### src/sv/scalar_kalman_filter_macros.svh
// Assertion helpers shared by the filter RTL.
`ifndef SCALAR_KALMAN_FILTER_MACROS_SVH
`define SCALAR_KALMAN_FILTER_MACROS_SVH

// Same-cycle implication, checked on every rising edge outside reset.
`define SKF_ASSERT_IMPLY(label, clk, rst_n, ante, cons, msg) \
    label: assert property (@(posedge clk) disable iff (!rst_n) (ante) |-> (cons)) \
        else $error(msg);

// Next-cycle implication, checked on every rising edge outside reset.
`define SKF_ASSERT_NEXT(label, clk, rst_n, ante, cons, msg) \
    label: assert property (@(posedge clk) disable iff (!rst_n) (ante) |=> (cons)) \
        else $error(msg);

`endif

### src/sv/skf_pkg.sv
`default_nettype none

package skf_pkg;

    // Field widths.
    localparam int unsigned SAMPLE_W = 16;
    localparam int unsigned EST_W    = 24;
    localparam int unsigned COV_W    = 32;
    localparam int unsigned GAIN_W   = 17;
    localparam int unsigned NOISE_W  = 24;
    localparam int unsigned A_W      = 16;

    // Shared multiplier: 18-bit signed times 33-bit signed.
    localparam int unsigned MUL_A_W = 18;
    localparam int unsigned MUL_B_W = 33;
    localparam int unsigned PROD_W  = MUL_A_W + MUL_B_W;

    // Configuration register indexes and reset values.
    localparam int unsigned CFG_IDX_W = 2;
    localparam logic [CFG_IDX_W-1:0] CFG_IDX_Q = 2'd0;
    localparam logic [CFG_IDX_W-1:0] CFG_IDX_R = 2'd1;
    localparam logic [CFG_IDX_W-1:0] CFG_IDX_A = 2'd2;

    localparam logic [NOISE_W-1:0] Q_RESET = 24'd256;
    localparam logic [NOISE_W-1:0] R_RESET = 24'd10240;
    localparam logic [A_W-1:0]     A_RESET = 16'd256;

    localparam logic [GAIN_W-1:0] GAIN_ONE = 17'd65536;

    // Gain divider: one quotient bit per step.
    localparam int unsigned DIV_STEPS = GAIN_W;
    localparam int unsigned DIV_CNT_W = $clog2(DIV_STEPS + 1);

    // Microprogram.
    localparam int unsigned PROG_LEN = 9;
    localparam int unsigned PC_W     = $clog2(PROG_LEN);
    typedef logic [PC_W-1:0] pc_t;

    localparam pc_t ST_DIV_LOOP = pc_t'(5);
    localparam pc_t ST_APPLY    = pc_t'(6);

    typedef enum logic [2:0] {
        MUL_NONE,
        MUL_AX,
        MUL_AP,
        MUL_KD,
        MUL_KP
    } mul_op_t;

    typedef enum logic [2:0] {
        WB_NONE,
        WB_XMID,
        WB_PMID,
        WB_DEN,
        WB_DIVINIT,
        WB_DIVSTEP,
        WB_XNEW,
        WB_PNEW
    } wb_op_t;

    typedef enum logic [1:0] {
        JMP_NONE,
        JMP_DEN_ZERO,
        JMP_DIV_MORE
    } jmp_t;

    typedef struct packed {
        mul_op_t mul;
        wb_op_t  wb;
        jmp_t    jmp;
        pc_t     target;
        logic    last;
    } ucode_t;

    // Control store. A conditional jump goes to target when its condition
    // holds, otherwise the step counter advances by one.
    function automatic ucode_t ucode_rom(input pc_t pc);
        ucode_t w;
        w = '{mul: MUL_NONE, wb: WB_NONE, jmp: JMP_NONE, target: '0, last: 1'b0};
        case (pc)
            pc_t'(0): w.mul = MUL_AX;
            pc_t'(1):
            begin
                w.wb  = WB_XMID;
                w.mul = MUL_AP;
            end
            pc_t'(2): w.wb = WB_PMID;
            pc_t'(3): w.wb = WB_DEN;
            pc_t'(4):
            begin
                w.wb     = WB_DIVINIT;
                w.jmp    = JMP_DEN_ZERO;
                w.target = ST_APPLY;
            end
            pc_t'(5):
            begin
                w.wb     = WB_DIVSTEP;
                w.jmp    = JMP_DIV_MORE;
                w.target = ST_DIV_LOOP;
            end
            pc_t'(6): w.mul = MUL_KD;
            pc_t'(7):
            begin
                w.wb  = WB_XNEW;
                w.mul = MUL_KP;
            end
            pc_t'(8):
            begin
                w.wb   = WB_PNEW;
                w.last = 1'b1;
            end
            default: w.last = 1'b1;
        endcase
        return w;
    endfunction

    // Saturate a signed value to the 24-bit estimate range.
    function automatic logic [EST_W-1:0] sat_est(input logic [43:0] v);
        logic all_one;
        logic all_zero;
        all_one  = &v[43:EST_W-1];
        all_zero = ~|v[43:EST_W-1];
        if (all_one || all_zero)
        begin
            return v[EST_W-1:0];
        end
        return v[43] ? {1'b1, {(EST_W-1){1'b0}}} : {1'b0, {(EST_W-1){1'b1}}};
    endfunction

endpackage

`default_nettype wire

### src/sv/scalar_kalman_filter.sv
`default_nettype none
//  Channel   Handshake             Payload                      Direction
//  in        in_valid / in_stall   sample (s16)                 into block
//  out       out_valid / out_stall estimate (s24), gain (u17)   out of block
//  cfg       cfg_valid / cfg_ready cfg_index (2), cfg_data (24) into block
//
//  An item runs from acceptance to the result register through eight
//  microcode steps plus the gain division step, run once for each of the 17
//  quotient bits. If P+R is zero the division is skipped.
//  rst_n (asynchronous) restores Q, R and A and clears x, P and all control state.
//  in_stall stays high while an item is worked, so items do not overlap;
//  a result held by out_stall only holds the last step of the following item.

`include "scalar_kalman_filter_macros.svh"

module scalar_kalman_filter
    import skf_pkg::*;
(
    input  logic                        clk,
    input  logic                        rst_n,

    input  logic                        in_valid,
    output logic                        in_stall,
    input  logic signed [SAMPLE_W-1:0]  sample,

    output logic                        out_valid,
    input  logic                        out_stall,
    output logic signed [EST_W-1:0]     estimate,
    output logic [GAIN_W-1:0]           gain,

    input  logic                        cfg_valid,
    output logic                        cfg_ready,
    input  logic [CFG_IDX_W-1:0]        cfg_index,
    input  logic [NOISE_W-1:0]          cfg_data
);

    // Configuration registers.
    logic [NOISE_W-1:0] q_reg;
    logic [NOISE_W-1:0] r_reg;
    logic [A_W-1:0]     a_reg;

    // Filter state: estimate x (signed Q16.8) and covariance P (Q24.8).
    logic [EST_W-1:0] x_reg;
    logic [COV_W-1:0] p_reg;

    // Sequencer.
    logic busy_reg;
    pc_t  pc_reg;
    pc_t  pc_next;

    // Working registers of the datapath.
    logic [SAMPLE_W-1:0]         z_reg;
    logic [EST_W-1:0]            xmid_reg;
    logic [COV_W-1:0]            pmid_reg;
    logic [EST_W:0]              diff_reg;
    logic [COV_W:0]              den_reg;
    logic [COV_W:0]              rem_reg;
    logic [GAIN_W-1:0]           nlo_reg;
    logic [GAIN_W-1:0]           k_reg;
    logic [DIV_CNT_W-1:0]        cnt_reg;
    logic signed [PROD_W-1:0]    prod_reg;

    // Result register.
    logic              out_valid_reg;
    logic [EST_W-1:0]  estimate_reg;
    logic [GAIN_W-1:0] gain_reg;

    ucode_t uw;
    logic   hold;
    logic   run;
    logic   in_accept;
    logic   jump_taken;

    logic signed [MUL_A_W-1:0] op_a;
    logic signed [MUL_B_W-1:0] op_b;
    logic signed [PROD_W-1:0]  prod_next;

    logic signed [PROD_W-1:0] bias8;
    logic signed [PROD_W-1:0] bias16;
    logic signed [PROD_W-1:0] r8_sum;
    logic signed [PROD_W-1:0] r16_sum;
    logic [PROD_W-9:0]        r8;
    logic [PROD_W-17:0]       r16;

    logic [EST_W-1:0]  xmid_next;
    logic [40:0]       pm_sum;
    logic [COV_W-1:0]  pmid_next;
    logic [COV_W:0]    den_next;
    logic [EST_W:0]    diff_next;
    logic [48:0]       num;
    logic [COV_W+1:0]  trial;
    logic [COV_W+1:0]  trial_sub;
    logic              q_bit;
    logic [COV_W:0]    rem_next;
    logic [35:0]       xnew_sum;
    logic [EST_W-1:0]  x_next;
    logic [COV_W-1:0]  p_next;

    // The current control word, decoded straight from the step counter.
    assign uw = ucode_rom(pc_reg);

    // The final step publishes a result, so it waits while the previous one
    // is still held in the output register.
    assign hold      = uw.last && out_valid_reg && out_stall;
    assign run       = busy_reg && !hold;
    assign in_stall  = busy_reg;
    assign in_accept = in_valid && !in_stall;
    assign cfg_ready = 1'b1;

    assign out_valid = out_valid_reg;
    assign estimate  = estimate_reg;
    assign gain      = gain_reg;

    // Operand selection for the single shared multiplier.
    always_comb
    begin
        op_a = '0;
        op_b = '0;
        case (uw.mul)
            MUL_AX:
            begin
                op_a = {2'b00, a_reg};
                op_b = {{(MUL_B_W-EST_W){x_reg[EST_W-1]}}, x_reg};
            end
            MUL_AP:
            begin
                op_a = {2'b00, a_reg};
                op_b = {1'b0, p_reg};
            end
            MUL_KD:
            begin
                op_a = {1'b0, k_reg};
                op_b = {{(MUL_B_W-EST_W-1){diff_reg[EST_W]}}, diff_reg};
            end
            MUL_KP:
            begin
                op_a = {1'b0, GAIN_ONE - k_reg};
                op_b = {1'b0, pmid_reg};
            end
            default:
            begin
                op_a = '0;
                op_b = '0;
            end
        endcase
    end

    assign prod_next = op_a * op_b;

    // Round to nearest with ties away from zero: adding half minus one for
    // negative values and then shifting arithmetically gives the same result
    // as rounding the magnitude.
    assign bias8   = prod_reg[PROD_W-1] ? PROD_W'(127) : PROD_W'(128);
    assign bias16  = prod_reg[PROD_W-1] ? PROD_W'(32767) : PROD_W'(32768);
    assign r8_sum  = prod_reg + bias8;
    assign r16_sum = prod_reg + bias16;
    assign r8      = r8_sum[PROD_W-1:8];
    assign r16     = r16_sum[PROD_W-1:16];

    // Predict.
    assign xmid_next = sat_est({{(44-(PROD_W-8)){r8[PROD_W-9]}}, r8});
    assign pm_sum    = {1'b0, r8[39:0]} + 41'(q_reg);
    assign pmid_next = (|pm_sum[40:COV_W]) ? {COV_W{1'b1}} : pm_sum[COV_W-1:0];

    // Gain denominator and innovation.
    assign den_next  = {1'b0, pmid_reg} + (COV_W+1)'(r_reg);
    assign diff_next = {z_reg[SAMPLE_W-1], z_reg, 8'd0} - {xmid_reg[EST_W-1], xmid_reg};

    // Rounded dividend P*2^16 + floor(den/2). The quotient never exceeds
    // 2^16, so its top 32 bits already sit below the divisor.
    assign num = {1'b0, pmid_reg, 16'd0} + 49'(den_reg[COV_W:1]);

    // One restoring division step.
    assign trial     = {rem_reg, nlo_reg[GAIN_W-1]};
    assign trial_sub = trial - {1'b0, den_reg};
    assign q_bit     = (trial >= {1'b0, den_reg});
    assign rem_next  = q_bit ? trial_sub[COV_W:0] : trial[COV_W:0];

    // Update.
    assign xnew_sum = {{12{xmid_reg[EST_W-1]}}, xmid_reg} + {r16[PROD_W-17], r16};
    assign x_next   = sat_est({{8{xnew_sum[35]}}, xnew_sum});
    assign p_next   = r16[COV_W-1:0];

    always_comb
    begin
        case (uw.jmp)
            JMP_DEN_ZERO: jump_taken = (den_reg == '0);
            JMP_DIV_MORE: jump_taken = (cnt_reg != DIV_CNT_W'(1));
            default:      jump_taken = 1'b0;
        endcase
    end

    assign pc_next = jump_taken ? uw.target : pc_reg + pc_t'(1);

    // Control state, configuration and filter state.
    always_ff @(posedge clk or negedge rst_n)
    begin
        if (!rst_n)
        begin
            busy_reg      <= 1'b0;
            pc_reg        <= '0;
            out_valid_reg <= 1'b0;
            cnt_reg       <= '0;
            q_reg         <= Q_RESET;
            r_reg         <= R_RESET;
            a_reg         <= A_RESET;
            x_reg         <= '0;
            p_reg         <= '0;
        end
        else
        begin
            if (cfg_valid && cfg_ready)
            begin
                case (cfg_index)
                    CFG_IDX_Q: q_reg <= cfg_data;
                    CFG_IDX_R: r_reg <= cfg_data;
                    CFG_IDX_A: a_reg <= cfg_data[A_W-1:0];
                    default:   ;
                endcase
            end

            // A new result may replace one that leaves in the same cycle.
            if (run && uw.last)
            begin
                out_valid_reg <= 1'b1;
            end
            else if (out_valid_reg && !out_stall)
            begin
                out_valid_reg <= 1'b0;
            end

            if (in_accept)
            begin
                busy_reg <= 1'b1;
                pc_reg   <= '0;
            end
            else if (run)
            begin
                pc_reg <= pc_next;
                if (uw.wb == WB_DIVINIT)
                begin
                    cnt_reg <= DIV_CNT_W'(DIV_STEPS);
                end
                if (uw.wb == WB_DIVSTEP)
                begin
                    cnt_reg <= cnt_reg - DIV_CNT_W'(1);
                end
                if (uw.wb == WB_XNEW)
                begin
                    x_reg <= x_next;
                end
                if (uw.wb == WB_PNEW)
                begin
                    p_reg <= p_next;
                end
                if (uw.last)
                begin
                    busy_reg <= 1'b0;
                end
            end
        end
    end

    // Datapath working registers and the result payload.
    always_ff @(posedge clk)
    begin
        if (in_accept)
        begin
            z_reg <= sample;
        end
        if (run)
        begin
            if (uw.mul != MUL_NONE)
            begin
                prod_reg <= prod_next;
            end
            case (uw.wb)
                WB_XMID: xmid_reg <= xmid_next;
                WB_PMID: pmid_reg <= pmid_next;
                WB_DEN:
                begin
                    den_reg  <= den_next;
                    diff_reg <= diff_next;
                end
                WB_DIVINIT:
                begin
                    rem_reg <= {1'b0, num[48:GAIN_W]};
                    nlo_reg <= num[GAIN_W-1:0];
                    k_reg   <= '0;
                end
                WB_DIVSTEP:
                begin
                    rem_reg <= rem_next;
                    nlo_reg <= {nlo_reg[GAIN_W-2:0], 1'b0};
                    k_reg   <= {k_reg[GAIN_W-2:0], q_bit};
                end
                default: ;
            endcase
            if (uw.last)
            begin
                estimate_reg <= x_reg;
                gain_reg     <= k_reg;
            end
        end
    end

    // The gain is a fraction of one at most.
    `SKF_ASSERT_IMPLY(a_gain_bound, clk, rst_n, out_valid,
        gain <= GAIN_ONE, "gain above one")

    // An accepted sample starts the program from its first step.
    `SKF_ASSERT_NEXT(a_accept_starts, clk, rst_n, in_valid && !in_stall,
        busy_reg && pc_reg == '0, "program did not start at step zero")

    // The division loop never runs more passes than there are quotient bits.
    `SKF_ASSERT_IMPLY(a_div_count, clk, rst_n, busy_reg,
        cnt_reg <= DIV_CNT_W'(DIV_STEPS), "divider count out of range")

    // The corrected covariance never exceeds the predicted one.
    `SKF_ASSERT_NEXT(a_cov_shrinks, clk, rst_n, run && uw.wb == WB_PNEW,
        p_reg <= $past(pmid_reg), "covariance grew in the update")

endmodule

`default_nettype wire
### config.mk
export PLATFORM = sky130hd
export DESIGN_NAME = scalar_kalman_filter
export DESIGN_NICKNAME = d
export VERILOG_FILES = /design/src/sv/skf_pkg.sv /design/src/sv/scalar_kalman_filter.sv
export VERILOG_INCLUDE_DIRS = /design/src /design/src/sv
export SDC_FILE = /design/constraint.sdc
export NUM_CORES = 2
export LEC_CHECK = 0
export BUFFER_PORTS_ARGS = -buffer_cell sky130_fd_sc_hd__buf_4
export CORE_ASPECT_RATIO = 0.6
export CORE_MARGIN = 4
export CORE_UTILIZATION = 40
export DETAILED_ROUTE_END_ITERATION = 8
export HOLD_SLACK_MARGIN = 0.06
export SLEW_MARGIN = 20
export SYNTH_ARGS = -nofsm -noshare
export SYNTH_HDL_FRONTEND = slang
export SYNTH_SLANG_ARGS = --single-unit
export TNS_END_PERCENT = 10
### constraint.sdc
create_clock -name clk -period 12.4 [get_ports clk]
set_input_delay 0.62 -clock clk [delete_from_list [all_inputs] [get_ports clk]]
set_output_delay 0.62 -clock clk [all_outputs]
set_load 0.03 [all_outputs]
# Word-level counts from Yosys, hierarchy flattened
# Cells that the tools add are included.
[op_classes] n_bitwise=2 n_eq_ne=25 addsub=11 mul=1 muxes=31 n_reduce_logical=40 magnitude_cmp=1
[op_table] operator="$mux W24" n=6
[op_table] operator="$pmux W33 S4" n=1
[op_table] operator="$pmux W17 S2" n=2
[op_table] operator="$pmux W33 S2" n=1
[op_table] operator="$add A51 B17 Y51" n=1
[op_table] operator="$add A51 B9 Y51" n=1
[op_table] operator="$mul A18 B33 Y51" n=1
[op_table] operator="$pmux W17 S3" n=1
[op_table] operator="$add A48 B32 Y49" n=1
[op_table] operator="$add A40 B24 Y41" n=1
[op_table] operator="$add A24 B35 Y36" n=1
[op_table] operator="$ge A34 B33 Y1" n=1
[op_table] operator="$add A32 B24 Y33" n=1
[op_table] operator="$logic_not A33 Y1" n=1
[op_table] operator="$mux W33" n=1
[op_table] operator="$sub A33 B33 Y33" n=1
[op_table] operator="$sub A24 B24 Y25" n=1
[op_table] operator="$pmux W3 S7" n=1
[op_table] operator="$reduce_and A2 Y1" n=10
[op_table] operator="$reduce_and A20 Y1" n=1
[op_table] operator="$reduce_or A20 Y1" n=1
[op_table] operator="$sub A17 B17 Y17 const A" n=1
[op_table] operator="$eq A4 B3 Y1 const B" n=4
[op_table] operator="$mux W16" n=1
[op_table] operator="other kinds (33)" n=69
[word_totals] out_inout_bits=44 input_bits=47 word_cells=131 register_bits=420

# Longest topological paths before layout
[logic_depth] ltp_word=9 mapped_depth=36

# Worst setup path after synthesis
# Ideal clock, no wire load.
[synth_path] path_type="reg2reg" startpoint="reg pc_reg[2]" endpoint="reg prod_reg[0] (enable)" t_required_ns=11.667 path_buffers=1 arrival_ns=9.760 path_stages_with_launch=9 synth_period_minus_slack_ns=10.493 path_slack_ns=1.907 path_cell_list="dfrtp_1 > clkbuf_1 > clkinv_1 > nor2_1 > nand2_1 > ha_1 > o21ai_0 > o21ai_0 > a2111oi_0"
[synth_via] elab_chain_cells=8 elab_cells_between_ends=17
[synth_rtl] item="from (decl)" line="scalar_kalman_filter.sv:48" text="pc_t pc_reg;"
[synth_rtl] item="from (signal assigned)" line="scalar_kalman_filter.sv:239" text="pc_reg <= pc_next;"
[synth_rtl] item="$eq A4 B3 Y1, or another cell as far along" line="skf_pkg.sv:80" text="case (pc)"
[synth_rtl] item="$reduce_or A8 Y1 (no source line)"
[synth_rtl] item="$mux W1" line="skf_pkg.sv:80"
[synth_rtl] item="$logic_and A1 B1 Y1 (2 in a row)" line="scalar_kalman_filter.sv:104" text="assign hold = uw.last && out_valid_reg && out_stall;"
[synth_rtl] item="$logic_not A1 Y1" line="scalar_kalman_filter.sv:105" text="assign run = busy_reg && !hold;"
[synth_rtl] item="$logic_and A1 B1 Y1" line="scalar_kalman_filter.sv:105"
[synth_rtl] item="$reduce_and A2 Y1 (no source line) (*)"
[synth_rtl] item="to (signal assigned)" line="scalar_kalman_filter.sv:275" text="prod_reg <= prod_next;"
[synth_rtl] item="to (decl)" line="scalar_kalman_filter.sv:61" text="logic signed [PROD_W-1:0] prod_reg;"
# Every way passes the cells marked *; elsewhere a longest branch is shown, timed or not.
# A chain may end at the register's enable or synchronous reset.

# Final worst setup path
[layout_path] startpoint="reg pc_reg[1]" endpoint="reg prod_reg[43] (data pin)"
[layout_via] elab_chain_cells=6 elab_cells_between_ends=13
[layout_rtl] item="$eq A4 B3 Y1, or another cell as far along" line="skf_pkg.sv:80"
[layout_rtl] item="$pmux W3 S4 (*)" line="skf_pkg.sv:80"
[layout_rtl] item="$eq A3 B2 Y1 / $eq A3 B1 Y1 (equally long branches)" line="scalar_kalman_filter.sv:119" text="case (uw.mul)"
[layout_rtl] item="$reduce_or A2 Y1 (no source line)"
[layout_rtl] item="$pmux W17 S3" line="scalar_kalman_filter.sv:119"
[layout_rtl] item="$mul A18 B33 Y51 (*)" line="scalar_kalman_filter.sv:148" text="assign prod_next = op_a * op_b;"
[layout_rtl] item="named net prod_next[43]" line="scalar_kalman_filter.sv:76" text="logic signed [PROD_W-1:0] prod_next;"
# Mark *: on every way through the listed nets, which the timed path passes. The rest lies on a longest branch.

==> flow_summary.toml <==
[global_routing]
grt.total_usage = 0.2754
grt_antenna_before_repair = 11
grt_pass1_wl_um = 246000
grt_max_degree = 80
grt-ovfl-total = 0
grt_pass1_vias = 35390

[synth]
synth-edff-count = 289
synth_nets = 5794
synthesis.area_um2 = 46010
avgSynthCellArea_um2 = 9.368
yosysTopAreaCellShare = 0.2354
synthTopCellsByArea = "fa_1 24%, edfxtp_1 19%, ha_1 8.0%"
synth_warnings = 0
yosysTopAreaCell = "fa_1"
yosysSeqAreaShare = 0.2600
synth.distinct_cells = 92
ys_ff_latch = 420
syn-instance-count = 4911
ys.flop_type = "edfxtp_1"
async_flop_share = 0.3119

[timing]
setup_viol = 0
maxSlewHeadroom = 0.2278
final.period_utilization = 0.8403
rsz0062_at_grt = "no"
min_period_ns = 10.42
tightestPinTransition_ns = 1.158
finalMaxSlewViolations = 0
fin_skew_ns = 0.02155
clock.fmax_mhz = 95.97
hold_viol = 0
setup_tns_ns = 0

[die]
initial_utilization = 0.4027
die_area_um2 = 120700
die_w_um = 445.8
die_h_um = 270.7
row_count = 96
core_area_um2 = 114200
pin_count = 91

[cts]
numCtsBuffers = 44
cts.sinks = 420
cts_root_buf = "clkbuf_16"
h-tree-depth = 2
clock_path_buffers = 3
cts_setup_buffers = 0
cts.clk_slew.worst_paths_ns = 0.07
clk_latency_ns = 0.63
cts_tree = "done"
cts.repair.resized = 0
cts_hold_buf = 0

[layout]
nets = 5803
area_growth_pct = 9.206
largest_register_ff_count = 51
drive_above_1_share = 0.08535

[critical_path]
crit_fanout = 41
rrSetupSlack_ns = 1.98
cp.required_ns = 12.78
crit_path_end_kind = "flop"
slowest_stage = "a221o_1"
worstPathArrival_ns = 10.80
critPathKind = "flop to flop"
max_stage_delay_ns = 0.96
start_kind = "flop"

[detailed_routing]
drc = 0
firstDrtPassIters = 6
drt_iter0_drc = 4778
via_per_inst = 5.690
finalWirelength_um = 166000
avgRoutedWirePerCell_um = 25.62
vias = 36870
ant_nets = 0

[place]
post-dp-hpwl_um = 134200
routabilityCongestion = 0.9760
port_buffers = 89

[min_path]
holdCritPathClass = "primary input to asynchronous set/reset pin"

[run_status]
status = "completed"

[flow_run]
cap_viol_max_count = 0
==> cell usage in the layout, fill, tap and decap left out, drive strengths merged, types with 20 or more instances in the layout <==
| cell type | count |
|---|---|
| buf | 161 |
| inv | 768 |
| a21oi | 204 |
| xor2 | 103 |
| nand2b | 32 |
| and3 | 27 |
| clkbuf | 60 |
| nand3 | 105 |
| nor3 | 72 |
| a21o | 89 |
| a31oi | 21 |
| o21bai | 26 |
| dfrtp | 127 |
| o21a | 34 |
| a211oi | 26 |
| o21ai | 155 |
| and2 | 34 |
| edfxtp | 289 |
| nor2 | 441 |
| a221o | 20 |
| or3 | 23 |
| a221oi | 22 |
| or2 | 20 |
| mux2 | 100 |
| fa | 541 |
| ha | 295 |
| nand4 | 58 |
| and4 | 31 |
| xnor2 | 170 |
| nor4 | 26 |
| mux2i | 64 |
| nor2b | 30 |
| nand2 | 606 |
==> through the flow <==
stage | instances | setup WS (ns) | cell area (µm²) | util | hold slack (ns)
2_1_floorplan | 4911 | 1.907 | 46010 | - | 0.3244
3_3_place_gp | 6388 | 2.334 | 48470 | 0.4243 | 0.4885
3_5_place_dp | 6389 | 2.296 | 48480 | 0.4244 | 0.4951
4_1_cts | 6471 | 2.240 | 50160 | 0.4391 | 0.08247
5_1_grt | 6475 | 1.434 | 50230 | 0.4397 | 0.1149
6_report | 6479 | 1.980 | 50240 | 0.4398 | 0.07312
==> area by class of cell <==
cell class                 count  area (µm²)
tap                         1519        1901
fill                       11030       63990
clock buffer                  60        1318
sequential                   420       11960
multi-input combinational   3531       30580
inverter                     762        2860
clock inverter                22       364.1
antenna                        4       10.01
timing repair buffer         161        1242
==> synthesized netlist by cell type (all sizes together) (11+ instances only) <==
cell type,number
nor2,441
mux2,100
a221o,20
nand2b,32
or2,20
clkbuf,158
ha,295
o21ai,155
xnor2,170
dfrtp,127
a31oi,21
and2,34
nand2,606
inv,760
fa,541
a21oi,204
a221oi,22
xor2,103
nor3,72
o21bai,26
edfxtp,289
nand3,105
and3,27
or3,23
nor4,26
nor2b,30
mux2i,64
a211oi,26
and4,31
o31ai,12
a21boi,11
nand4,58
o211ai,14
buf,40
o21a,34
nand3b,12
a21o,89
==> routing by layer <==
layer | vias up | routed length [µm] | global-route usage
met5 | - | 20 | 0
met4 | 2 | 2503 | 0.03882
met3 | 154 | 25200 | 0.1090
met2 | 2112 | 60080 | 0.3407
met1 | 18390 | 78210 | 0.4453
li1 | 16210 | - | -
==> logic make-up after synthesis <==
logic type	count (synthesis)	share of synthesized area
simple gates	1544	0.1532
buf+inv	960	0.07961
fa+ha+maj	836	0.3156
compound gates	713	0.1011
flops	420	0.2600
xor+xnor	273	0.05197
mux	164	0.03840
other cells	1	0.00008151
==> worst max-delay path, delay by kind of cell, from the launching register on <==
family                     cells  cell delay [ns]
xor gates and xnor gates       1             0.13
DFF                            1             0.41
buffers and inverters          7             0.84
adders and majority gates      8             3.66
and+or+nand+nor                4             1.11
AOI/OAI and AO/OA              9             3.97
==> final timing paths <==
kind	start	end	depth (start not counted)
worst max-delay path	pc_reg[1]	prod_reg[43]	29
worst min-delay path	rst_n	out_valid	1
worst max register to register	pc_reg[1]	prod_reg[43]	29
worst min register to register	p_reg[11]	p_reg[11]	1
max in group asynchronous	rst_n	r_reg[12]	2
min in group clk	sample[2]	z_reg[2]	1
Power is not shown: default switching activity piles up to over one toggle a cycle in this logic, so the estimate is an artifact.
